[src/hw/rtl/signed_binary_to_ascii_decimal_defines.svh]
// Assertion macros for the signed binary to ASCII decimal converter.
// Each macro uses the clk and rst_n signals of the module that includes this file.
// Simulation builds get concurrent assertions; synthesis builds get empty bodies.
`ifndef SIGNED_BINARY_TO_ASCII_DECIMAL_DEFINES_SVH
`define SIGNED_BINARY_TO_ASCII_DECIMAL_DEFINES_SVH

`ifndef SYNTHESIS
// Same-cycle implication, checked outside reset
`define SB2DEC_ASSERT_SAME(label, ante, cons) \
  label: assert property (@(posedge clk) disable iff (!rst_n) (ante) |-> (cons)) \
    else $error("sb2dec: same-cycle check failed");
// Next-cycle implication, checked outside reset
`define SB2DEC_ASSERT_NEXT(label, ante, cons) \
  label: assert property (@(posedge clk) disable iff (!rst_n) (ante) |=> (cons)) \
    else $error("sb2dec: next-cycle check failed");
`else
`define SB2DEC_ASSERT_SAME(label, ante, cons)
`define SB2DEC_ASSERT_NEXT(label, ante, cons)
`endif

`endif

[src/hw/rtl/sb2dec_pkg.sv]
// Shared constants for the signed binary to ASCII decimal converter.
// Depends on nothing; used by the top level signed_binary_to_ascii_decimal.
package sb2dec_pkg;

  // Field widths
  localparam int VALUE_W = 32;
  localparam int CHAR_W  = 8;
  localparam int NIB_W   = 4;

  // Default size of the BCD digit buffer
  localparam int MAX_DIGITS_DEF = 10;

  // Conversion step counter covers one step per magnitude bit
  localparam int CNT_W = $clog2(VALUE_W);

  // ASCII codes
  localparam logic [CHAR_W-1:0] CHAR_ZERO  = 8'd48;
  localparam logic [CHAR_W-1:0] CHAR_NINE  = 8'd57;
  localparam logic [CHAR_W-1:0] CHAR_MINUS = 8'd45;

  // BCD digit correction threshold and offset for shift-add-3
  localparam logic [NIB_W-1:0] BCD_FIX_MIN = 4'd5;
  localparam logic [NIB_W-1:0] BCD_FIX_ADD = 4'd3;

endpackage

[src/hw/rtl/signed_binary_to_ascii_decimal.sv]
// Signed 32-bit integer to decimal ASCII text, one character per output request.
// Flow: 32 shift-add-3 steps on the shared BCD unit, a digit-count step (ST_PREP), then
// the characters are loaded into the output register, 1/cycle while the sink is ready.
// A new number is accepted only after the last of the previous N = 1..11 chars is loaded.
// Reset: synchronous, active low; clears control and valid state, no clearing pass.
// Depends on sb2dec_pkg and signed_binary_to_ascii_decimal_defines.svh.
`include "signed_binary_to_ascii_decimal_defines.svh"

module signed_binary_to_ascii_decimal #(
  parameter int MAX_DIGITS = sb2dec_pkg::MAX_DIGITS_DEF
) (
  input  logic                           clk,
  input  logic                           rst_n,
  // input request
  input  logic                           in_tvalid,
  output logic                           in_tready,
  input  logic [sb2dec_pkg::VALUE_W-1:0] in_tdata,   // [31:0] value (signed)
  // result request
  output logic                           out_tvalid,
  input  logic                           out_tready,
  output logic [sb2dec_pkg::CHAR_W-1:0]  out_tdata,  // [7:0] character
  output logic                           out_tlast
);

  localparam int BCD_W = sb2dec_pkg::NIB_W * MAX_DIGITS;
  localparam int IDX_W = $clog2(MAX_DIGITS);
  localparam int VW    = sb2dec_pkg::VALUE_W;
  localparam int CW    = sb2dec_pkg::CNT_W;

  typedef enum logic [1:0] {
    ST_IDLE,
    ST_CONV,
    ST_PREP,
    ST_EMIT
  } state_t;

  state_t                          state_r, state_nxt;
  logic [CW-1:0]                   cnt_r, cnt_nxt;
  logic [VW-1:0]                   bin_r, bin_nxt;
  logic [BCD_W-1:0]                bcd_r, bcd_nxt;
  logic                            neg_r, neg_nxt;
  logic [IDX_W-1:0]                idx_r, idx_nxt;
  logic                            out_tvalid_r, out_tvalid_nxt;
  logic [sb2dec_pkg::CHAR_W-1:0]   out_char_r, out_char_nxt;
  logic                            out_last_r, out_last_nxt;

  logic [BCD_W-1:0]                bcd_adj;
  logic [IDX_W-1:0]                top_idx;
  logic [VW-1:0]                   in_mag;
  logic [sb2dec_pkg::NIB_W-1:0]    cur_digit;
  logic                            out_free;
  logic                            in_acc;
  logic                            out_is_minus;
  logic                            out_char_ok;

  // Shared unit: add 3 to every BCD digit of five or more before the shift
  always_comb begin
    for (int i = 0; i < MAX_DIGITS; i++) begin
      if (bcd_r[i*sb2dec_pkg::NIB_W +: sb2dec_pkg::NIB_W] >= sb2dec_pkg::BCD_FIX_MIN) begin
        bcd_adj[i*sb2dec_pkg::NIB_W +: sb2dec_pkg::NIB_W] =
          bcd_r[i*sb2dec_pkg::NIB_W +: sb2dec_pkg::NIB_W] + sb2dec_pkg::BCD_FIX_ADD;
      end else begin
        bcd_adj[i*sb2dec_pkg::NIB_W +: sb2dec_pkg::NIB_W] =
          bcd_r[i*sb2dec_pkg::NIB_W +: sb2dec_pkg::NIB_W];
      end
    end
  end

  // Find the highest nonzero digit; zero keeps a single digit
  always_comb begin
    top_idx = '0;
    for (int i = 1; i < MAX_DIGITS; i++) begin
      if (bcd_r[i*sb2dec_pkg::NIB_W +: sb2dec_pkg::NIB_W] != '0) begin
        top_idx = IDX_W'(i);
      end
    end
  end

  // Unsigned magnitude, so the most negative value converts as well
  assign in_mag    = in_tdata[VW-1] ? (VW'(0) - in_tdata) : in_tdata;
  assign cur_digit = bcd_r[idx_r*sb2dec_pkg::NIB_W +: sb2dec_pkg::NIB_W];
  assign out_free  = !out_tvalid_r || out_tready;
  assign in_tready = (state_r == ST_IDLE);
  assign in_acc    = in_tvalid && in_tready;

  // Sequencer next-state logic
  always_comb begin
    state_nxt      = state_r;
    cnt_nxt        = cnt_r;
    bin_nxt        = bin_r;
    bcd_nxt        = bcd_r;
    neg_nxt        = neg_r;
    idx_nxt        = idx_r;
    out_tvalid_nxt = out_tvalid_r;
    out_char_nxt   = out_char_r;
    out_last_nxt   = out_last_r;

    // drop the held character once it is taken
    if (out_tvalid_r && out_tready) begin
      out_tvalid_nxt = 1'b0;
    end

    case (state_r)
      ST_IDLE: begin
        if (in_acc) begin
          neg_nxt   = in_tdata[VW-1];
          bin_nxt   = in_mag;
          bcd_nxt   = '0;
          cnt_nxt   = '0;
          state_nxt = ST_CONV;
        end
      end
      ST_CONV: begin
        // one shift-add-3 step per magnitude bit, MSB first
        bcd_nxt = {bcd_adj[BCD_W-2:0], bin_r[VW-1]};
        bin_nxt = {bin_r[VW-2:0], 1'b0};
        cnt_nxt = cnt_r + 1'b1;
        if (cnt_r == CW'(VW - 1)) begin
          state_nxt = ST_PREP;
        end
      end
      ST_PREP: begin
        idx_nxt   = top_idx;
        state_nxt = ST_EMIT;
      end
      ST_EMIT: begin
        // load the next character whenever the output slot is free
        if (out_free) begin
          out_tvalid_nxt = 1'b1;
          if (neg_r) begin
            out_char_nxt = sb2dec_pkg::CHAR_MINUS;
            out_last_nxt = 1'b0;
            neg_nxt      = 1'b0;
          end else begin
            out_char_nxt = sb2dec_pkg::CHAR_ZERO +
                           {{(sb2dec_pkg::CHAR_W - sb2dec_pkg::NIB_W){1'b0}}, cur_digit};
            out_last_nxt = (idx_r == '0);
            if (idx_r == '0) begin
              state_nxt = ST_IDLE;
            end else begin
              idx_nxt = idx_r - 1'b1;
            end
          end
        end
      end
      default: begin
        state_nxt = ST_IDLE;
      end
    endcase
  end

  // State and registered outputs
  always_ff @(posedge clk) begin
    if (!rst_n) begin
      state_r      <= ST_IDLE;
      out_tvalid_r <= 1'b0;
      neg_r        <= 1'b0;
      cnt_r        <= '0;
      idx_r        <= '0;
    end else begin
      state_r      <= state_nxt;
      out_tvalid_r <= out_tvalid_nxt;
      neg_r        <= neg_nxt;
      cnt_r        <= cnt_nxt;
      idx_r        <= idx_nxt;
    end
    bin_r      <= bin_nxt;
    bcd_r      <= bcd_nxt;
    out_char_r <= out_char_nxt;
    out_last_r <= out_last_nxt;
  end

  assign out_tvalid = out_tvalid_r;
  assign out_tdata  = out_char_r;
  assign out_tlast  = out_last_r;

  // Classify the character on the output for the checks below
  assign out_is_minus = (out_tdata == sb2dec_pkg::CHAR_MINUS);
  assign out_char_ok  = out_is_minus ||
                        ((out_tdata >= sb2dec_pkg::CHAR_ZERO) &&
                         (out_tdata <= sb2dec_pkg::CHAR_NINE));

  // Block stays busy for the conversion after taking a number
  `SB2DEC_ASSERT_NEXT(a_busy_after_accept, in_acc, !in_tready)
  // A minus sign never ends the text
  `SB2DEC_ASSERT_SAME(a_minus_not_last, out_tvalid && out_is_minus, !out_tlast)
  // Only a sign or a decimal digit leaves the block
  `SB2DEC_ASSERT_SAME(a_char_legal, out_tvalid, out_char_ok)

endmodule
[config.mk]
export PLATFORM = sky130hd
export DESIGN_NAME = signed_binary_to_ascii_decimal
export DESIGN_NICKNAME = d
export VERILOG_FILES = /design/src/hw/rtl/sb2dec_pkg.sv /design/src/hw/rtl/signed_binary_to_ascii_decimal.sv
export VERILOG_INCLUDE_DIRS = /design/src /design/src/hw/rtl
export SDC_FILE = /design/constraint.sdc
export NUM_CORES = 1
export LEC_CHECK = 0
export BUFFER_PORTS_ARGS = -buffer_cell sky130_fd_sc_hd__buf_2
export CAP_MARGIN = 20
export CORE_MARGIN = 3
export CORE_UTILIZATION = 60
export CTS_CLUSTER_DIAMETER = 50
export DETAILED_ROUTE_END_ITERATION = 12
export PLACE_DENSITY = 0.8
export SLEW_MARGIN = 20
export SYNTH_ARGS = -nofsm -noshare
export SYNTH_HDL_FRONTEND = slang
export SYNTH_SLANG_ARGS = --single-unit
[constraint.sdc]
create_clock -name clk -period 4.26 [get_ports clk]
set_clock_uncertainty 0.15 [all_clocks]
set_input_delay 0.213 -clock clk [delete_from_list [all_inputs] [get_ports clk]]
set_output_delay 0.213 -clock clk [all_outputs]
set_load 0.02 [all_outputs]
## After elaboration in Yosys (flattened, before gate mapping)

Index checks and enable logic that the tools add are counted.

- Flip-flop bits (word level): 94
- Logic and storage cells: 109

- Add/sub/neg operators: 14
- $lt $le $gt $ge: 10
- Equality and inequality tests: 10
- Shift operators: 1
- Multiplexer cells: 42
- Reductions and logical operators: 23

Operator list:

| cell | count |
|---|---|
| $mux W4 | 20 |
| $pmux W40 S2 | 1 |
| $mux W32 | 2 |
| $pmux W32 S2 | 1 |
| $ge A4 B3 Y1 const B | 10 |
| $mux W40 | 1 |
| $shiftx A40 B7 Y4 | 1 |
| $add A4 B2 Y4 const B | 9 |
| $reduce_bool A4 Y1 | 9 |
| $sub A1 B32 Y32 const A | 1 |
| $mux W2 | 5 |
| $ne A2 B2 Y1 const B | 5 |
| $pmux W5 S2 | 1 |
| $pmux W2 S4 | 1 |
| $pmux W4 S2 | 1 |
| $add A6 B4 Y7 const A | 1 |
| $mux W1 | 6 |
| $reduce_bool A2 Y1 | 3 |
| $add A5 B1 Y5 const B | 1 |
| $eq A5 B5 Y1 const B | 1 |
| $mux W5 | 1 |
| $reduce_and A5 Y1 | 1 |
| $eq A2 B2 Y1 const B | 2 |
| $logic_not A4 Y1 | 1 |
| other kinds (13) | 15 |

## Longest topological paths before layout

Gate-level depths: netlist of run 1.

- Word-level depth: 11
- Mapped depth: 8
- Gate-level depth less buffers: 6

## Least setup slack after synthesis of run 1

OpenSTA, ideal clock, no wires.

- Path kind: register -> register
- Start: reg state_r[0]
- End: reg bcd_r[0], enable pin
- Library setup time: 0.426 ns
- Data arrival time: 2.552 ns
- Slack: 1.132 ns
- Stages on the path, launching flop included: 6
- Path buffers: 0
- Clock period less this slack: 3.128 ns
- Cells stage by stage: dfxtp_1 inv_1 ha_1 nand2b_1 o21ai_0 inv_1

- Cells in the longest elaborated chain, start to end: 4
- Elaborated cells on any way between the ends: 6
- Those cells by class: eq/ne: 2; reduce/logical: 4

RTL lines:

| element | line | text |
|---|---|---|
| start, declared | signed_binary_to_ascii_decimal.sv:37 | `state_t state_r, state_nxt;` |
| start signal, assigned | signed_binary_to_ascii_decimal.sv:161 | `state_r <= state_nxt;` |
| $logic_not A2 Y1 * | signed_binary_to_ascii_decimal.sv:83 | `assign in_tready = (state_r == ST_IDLE);` |
| net in_tready | signed_binary_to_ascii_decimal.sv:16 | `output logic in_tready,` |
| $logic_and A1 B1 Y1 | signed_binary_to_ascii_decimal.sv:84 | `assign in_acc = in_tvalid && in_tready;` |
| $ne A2 B1 Y1 (no line) | -- |  |
| $reduce_and A2 Y1 (no line) * | -- |  |
| end signal, assigned | signed_binary_to_ascii_decimal.sv:168 | `bcd_r <= bcd_nxt;` |
| end, declared | signed_binary_to_ascii_decimal.sv:40 | `logic [BCD_W-1:0] bcd_r, bcd_nxt;` |

Mark *: on every way through the listed nets, which the timed path passes. The rest lies on a longest branch.
A chain may end at the register's enable or synchronous reset.

## Final worst setup path of run 1

- Start: reg idx_r[0]
- End: reg idx_r[3]

- Cells in the longest elaborated chain, start to end: 5
- Elaborated cells on any way between the ends: 8
- Those cells by class: add/sub: 1; eq/ne: 1; mux: 4; reduce/logical: 2

RTL lines:

| element | line | text |
|---|---|---|
| start, declared | signed_binary_to_ascii_decimal.sv:42 | `logic [IDX_W-1:0] idx_r, idx_nxt;` |
| start signal, assigned | signed_binary_to_ascii_decimal.sv:165 | `idx_r <= idx_nxt;` |
| $sub A4 B1 Y4 | signed_binary_to_ascii_decimal.sv:141 | `idx_nxt = idx_r - 1'b1;` |
| $mux W4 | signed_binary_to_ascii_decimal.sv:138 | `if (idx_r == '0) begin` |
| $mux W4 | signed_binary_to_ascii_decimal.sv:130 | `if (neg_r) begin` |
| $mux W4 | signed_binary_to_ascii_decimal.sv:128 | `if (out_free) begin` |
| $pmux W4 S2 | signed_binary_to_ascii_decimal.sv:103 | `case (state_r)` |

Parallel ways exist; a longest one is shown, timed or not. The select of a mux whose other input is x is not followed.

==> results of run 1 <==
-- power breakdown --
group / switching [mW] / internal, mW / leakage [nW]
Combinational: 1.25 / 0.856 / 1.45
Clock: 0.325 / 0.273 / 0.0947
Sequential: 0.378 / 1.64 / 0.887
-- worst paths after layout --
path / start / end / cells after the start
max: idx_r[0] / idx_r[3] / 6
min: in_tdata[0] / bin_r[0] / 3
max reg2reg: idx_r[0] / idx_r[3] / 6
min reg2reg: cnt_r[3] / cnt_r[3] / 2
-- metrics by stage --
| step | cell area [sq um] | std cells | utilization [%] | hold slack [ns] |
|---|---|---|---|---|
| final | 6520 | 789 | 66.7 | 0.0385 |
| after floorplan | 6060 | 627 | - | 0.185 |
| after global routing | 6520 | 789 | 66.7 | 0.0487 |
| after CTS | 6520 | 789 | 66.7 | 0.0299 |
| after detailed placement | 6310 | 771 | 64.5 | 0.333 |
| after global placement | 6310 | 771 | 64.5 | 0.323 |
-- worst max-delay path, delay by kind of cell (launching register included) --
kind,cells,cell delay (ns)
AOI/OAI and AO/OA,3,1.28
DFF,1,0.81
adders and majority gates,1,0.29
buffers and inverters,1,0.18
and+or+nand+nor,1,0.16
-- kinds of logic after synthesis --
kind of cell / after synthesis / synth area share [%]
AND/OR/NAND/NOR: 235 / 20.5
XOR/XNOR: 32 / 4.63
multiplexers: 16 / 4.36
flip-flops: 91 / 43.0
adder cells (fa/ha/maj): 28 / 5.79
AO/OA/AOI/OAI: 149 / 16.7
buffers and inverters: 73 / 4.92
other: 2 / 0.124
-- sequential cells by signal, summed over array words and instances (netlist names) --
register and count:
idx_r 4, out_tvalid 1, cnt_r 5, bcd_r 40
bin_r 32, out_tlast 1, state_r 2, neg_r 1
out_tdata 5
-- routing by layer --
metal	share of wire (%)	GRT usage, %	vias up
li1	-	-	2363
met1	42	29.9	2286
met2	50	41.0	190
met3	6.3	3.64	32
met4	2.5	10.4	0
met5	0	0	-
-- Yosys cell counts (4+ instances only) --
library cell	number	area share [%]
edfxtp_1	78	39
nor2_1	54	3.3
nand2_1	48	3.0
inv_1	36	2.2
o21ai_0	36	3.0
a21oi_1	30	2.5
ha_1	28	5.8
clkbuf_1	26	1.6
xnor2_1	22	3.2
nand2b_1	21	2.2
nand3_1	21	1.7
a211oi_1	15	1.9
and3_1	14	1.4
dfxtp_1	13	4.3
nor3_1	12	0.99
a21o_1	11	1.4
or4_1	10	1.2
xor2_1	10	1.4
nor3b_1	9	1.1
o311ai_0	9	1.3
mux4_2	8	3.0
nor2b_1	7	0.72
o31ai_1	7	0.87
nand4_1	6	0.62
o41ai_1	6	0.87
or2_2	6	0.62
or3_1	6	0.62
a2bb2oi_1	5	0.72
mux2i_1	5	0.83
a22oi_1	4	0.50
and2_1	4	0.41
o211ai_1	4	0.50
-- final cells by class --
type	count	share of cell area, %
Inverter	38	2.19
Multi-Input combinational cell	463	48.5
Timing Repair Buffer	48	3.95
Sequential cell	91	39.9
Clock inverter	6	0.979
Clock buffer	10	1.96
Tap cell	133	2.55
-- what timing repair did --
item / 4_1_cts / 5_1_grt
endpoints found under the hold margin: 4 / 0
buffers inserted: 0 / 0
resized for setup: 0 / 0
hold buffers: 2 / 0
==> reports/summary.txt, run 1 <==
Routed Antenna Nets - 0
Worst path arrival time - 3.08 ns
Flops & latches, synth - 91
Setup TNS - 0 ns
CTS tree - done
Slowest-stage cell, CP - o41ai_1
Layout area overhead - 7.71%
Die H - 106 um
Endpoints failing hold - 0
Diode count - 0
Final net count - 715
Multi-input gate area - 3160 sq um
Yosys warns - 0
Root Buffer - clkbuf_8
Fin crit share - 69.4%
Slew Limit Fails - 0
Initial Utilization - 61.9%
FILL cells - 813
Total track usage - 23.9%
WP data required - 4.39 ns
Worst slack at placement - 1.36 ns
Core Region - 9770 sq um
Leak - 2.43 nW
Asr flop ratio synth - 0%
DR vias/cell - 6.17
Worst setup margin - 1.30 ns
Crit path max fanout - 17
Largest net degree at the start of global routing - 73
EDFF count, synth - 78
Highest-count cells in the layout ignoring fill and taps - edfxtp_1 (78), nor2_1 (54), nand2_1 (48)
Vias in the first global route - 4737
Outcome - completed
Die width - 106 um
Clk buf depth - 2
Initial DRC count - 332
CP max stage delay - 0.82 ns
Worst skew pair latency - 0.37 ns
DP HPWL - 9160 um
Setup CP Type - reg -> reg
FF/Latch Area - 2600 sq um
First-pass GRT wire length - 21900 um
Total power - 4.72 mW
Sequential element share of the synthesized area - 43.0%
Slew headroom - 31.1%
IR drop worst, VDD - 0.444 mV
Max Cap Viol - 0
Flop-to-flop setup slack - 1.30 ns
Crit path cell chain - inv_1 -> ha_1 -> nor3b_1 -> o41ai_1 -> a21oi_1 -> a211oi_1
Mapped Cells - 626
DRC - 0
Mapped cell area - 6050 sq um
Critical Path Sink Type - flop
Routed len/inst - 16.7 um
Crit start category - flop
Share of cells above drive strength 1 - 13.7%
GRT overflow - 0
Worst-path clk slew - 0.10 ns
Post-synth cell types - 68
RSZ-0062 raised after global routing - false
Cts bufs inserted - 9
Input/output buffers - 43
Worst-margin pin slew - 1.02 ns
Minimum clock period - 2.96 ns
I/O pin cnt - 47
Total number of vias - 4871
Syn_area_per_cell - 9.67 sq um
Max frequency - 338 MHz
Routability cong. - 0.861
Row count - 36
PwrDens - 724 nW/um^2
# setup viols final - 0
Final wirelength - 13200 um
Primary FF master, synth - edfxtp_1
Clock sinks - 91
Leading cell type in the layout, fill and taps excluded - edfxtp_1
Die area - 11300 sq um
Clock H-tree levels - 3
Initial antenna violation count - 0
DRT Pass-1 Iters - 4
Min-delay worst type - in -> reg
Note: power is estimated with default switching activity, not from simulation.
==> run 2: changes to the inputs <==
- clock period: 4.26 -> 2.95 ns (I/O delays scaled with it)
==> run 2 against run 1 <==
Sequential cell count stayed put. Clock-buffer cell count is 1 higher. Routed wire length is 0.75% higher. Die area stayed put. Sequential share of layout area decreased by 0.49 points. Sequential power is 43% higher. Register-to-register slack worse by 0.71 ns. Worst setup slack got worse by 0.71 ns. Final cell count rose by 0.63%. Critical endpoint unchanged. Largest power group unchanged. Highest routed layer unchanged.
==> reports/summary.txt, run 2 (synthesis gave the netlist of run 1 again) <==
Total number of vias - 4886 (+0.31%)
Largest net degree at the start of global routing - 73 (unchanged)
DRC - 0 (unchanged)
Crit start category - flop
Clock sinks - 91 (unchanged)
Slew Limit Fails - 0 (unchanged)
Critical path launch point - idx_r[0]
Total track usage - 24.3% (+0.37 points)
Final wirelength - 13200 um (+0.75%)
Register share of total power - 41.4% (-1.3 points)
PwrDens - 1050 nW/um^2 (+45%)
Worst setup margin - 0.590 ns (-0.715 ns)
Routed Antenna Nets - 0 (unchanged)
DR vias/cell - 6.15 (-0.32%)
Initial Utilization - 61.9% (unchanged)
Share of cells above drive strength 1 - 14.5% (+0.80 points)
Flop-to-flop setup slack - 0.59 ns (-0.71 ns)
Clk buf depth - 2 (unchanged)
Initial antenna violation count - 0 (unchanged)
Die area - 11300 sq um (unchanged)
Row count - 36 (unchanged)
I/O pin cnt - 47 (unchanged)
Psw - 2.82 mW (+44%)
Worst slack at placement - 0.550 ns (-0.807 ns)
Outcome - completed
Routability cong. - 0.857 (-0.38%)
CTS tree - done
Die width - 106 um (unchanged)
Fin crit share - 80.0% (+11 points)
Highest-count cells in the layout ignoring fill and taps - edfxtp_1 (78), nor2_1 (54), nand2_1 (48)
Cts repair resizes - 0 (unchanged)
Hold_sp - in_tdata[0]
Routed len/inst - 16.7 um (+0.12%)
Cts bufs inserted - 9 (unchanged)
Die H - 106 um (unchanged)
Critical Path Sink Type - flop
Min-delay worst type - in -> reg
Initial DRC count - 255 (-23%)
Final net count - 720 (+0.70%)
Worst r2r src - idx_r[0]
Largest Register - bcd_r
P_int - 4.14 mW (+50%)
Core Region - 9770 sq um (unchanged)
Gate power share - 45.0% (+0.3 points)
Leak - 2.47 nW (+1.7%)
# setup viols final - 0 (unchanged)
FILL cells - 793 (-2.5%)
Worst-path clk slew - 0.09 ns (about the same)
RSZ-0062 raised after global routing - false
Minimum clock period - 2.36 ns (-0.595 ns)
Diode count - 0 (unchanged)
Max frequency - 424 MHz (+25%)
Input/output buffers - 43 (unchanged)
Setup TNS - 0 ns (unchanged)
IR drop worst, VDD - 0.723 mV (+63%)
Top Registers - bcd_r: 40 flops, bin_r: 32 flops
Endpoints failing hold - 0 (unchanged)
Clock power frac - 13.6% (+0.9 points)
Max FFs per register - 40 (unchanged)
Switching Fraction - 40.5% (-0.96 points)
Max Cap Viol - 0 (unchanged)
GRT overflow - 0 (unchanged)
Worst-margin pin slew - 0.593 ns (-0.427 ns)
Crit path max fanout - 10 (-7)
Clock H-tree levels - 3 (unchanged)
Slew headroom - 60.4% (+29 points)
WP data required - 3.06 ns (-1.33 ns)
Worst skew pair latency - 0.36 ns (about the same)
DRT Pass-1 Iters - 4 (unchanged)
Setup CP Type - reg -> reg
Leading cell type in the layout, fill and taps excluded - edfxtp_1
Worst path arrival time - 2.47 ns (-0.61 ns)
First-pass GRT wire length - 22400 um (+2.3%)
Layout area overhead - 9.05%
DP HPWL - 9340 um (+2.0%)
Root Buffer - clkbuf_8
Vias in the first global route - 4841 (+2.2%)
## run 2: cell count changes in the layout (fill, tap and decap cells not counted)
cell	before	now
clkinv_2	1	2
clkbuf_8	9	10
inv_2	1	0
o21ai_0	36	35
buf_4	3	7
clkinvlp_4	1	2
o21ai_1	0	1
clkinv_1	3	2
inv_6	2	0
bufinv_16	1	2
buf_12	0	1
## run 2: path summary, 6_finish.rpt
kind	to	depth (start not counted)
hold reg to reg	cnt_r[0]	2
hold / removal	bin_r[0]	3
setup / recovery	idx_r[3]	7
setup reg to reg	idx_r[3]	7
## run 2: power by group through the flow
stage	logic [mW]	clock network (mW)	registers, mW
after floorplan	2.43	0	2.73
after global placement	2.96	0	2.87
final	3.13	0.945	2.88
after CTS	3.14	0.953	2.88
after detailed placement	3.12	0	2.90
after global routing	3.54	1.00	2.97
## run 2: routing by layer
metal | GRT usage [%] | up-vias | part of all wire, %
li1 | - | 2371 | -
met1 | 30.8 | 2342 | 43
met2 | 42.2 | 148 | 51
met3 | 3.89 | 25 | 4.5
met4 | 8.49 | 0 | 1.8
met5 | 0 | - | 0
## run 2: critical path, stage by stage, from the launching register on
cell and delay [ns]:
dfxtp_1 0.70, inv_1 0.17, ha_1 0.28, nor3b_1 0.17
o41ai_1 0.25, buf_4 0.21, a21oi_1 0.08, a211oi_1 0.26
## run 2: layout make-up
type	instances	area [sq um]	area share, %
tap	133	166	2.52
multi-input combinational	463	3160	47.9
timing repair buffer	53	308	4.66
clock inverter	5	77.6	1.18
inverter	38	146	2.22
clock buffer	11	141	2.14
sequential	91	2600	39.4
## run 2: what timing repair did
action / 4_1_cts / 5_1_grt
hold buffers: 2 / 0
endpoints found under the hold margin: 5 / 0
setup buffers: 0 / 0
## run 2: per-stage QoR
stage | hold WS (ns) | std cells | power, mW | instance area (sq um) | util, %
6_report | 0.00916 | 794 | 6.96 | 6600 | 67.5
5_1_grt | 0.0349 | 794 | 7.51 | 6600 | 67.5
4_1_cts | 0.0122 | 794 | 6.97 | 6600 | 67.5
3_5_place_dp | 0.280 | 776 | 6.02 | 6360 | 65.1
3_3_place_gp | 0.289 | 776 | 5.83 | 6360 | 65.1
2_1_floorplan | 0.119 | 627 | 5.15 | 6060 | -
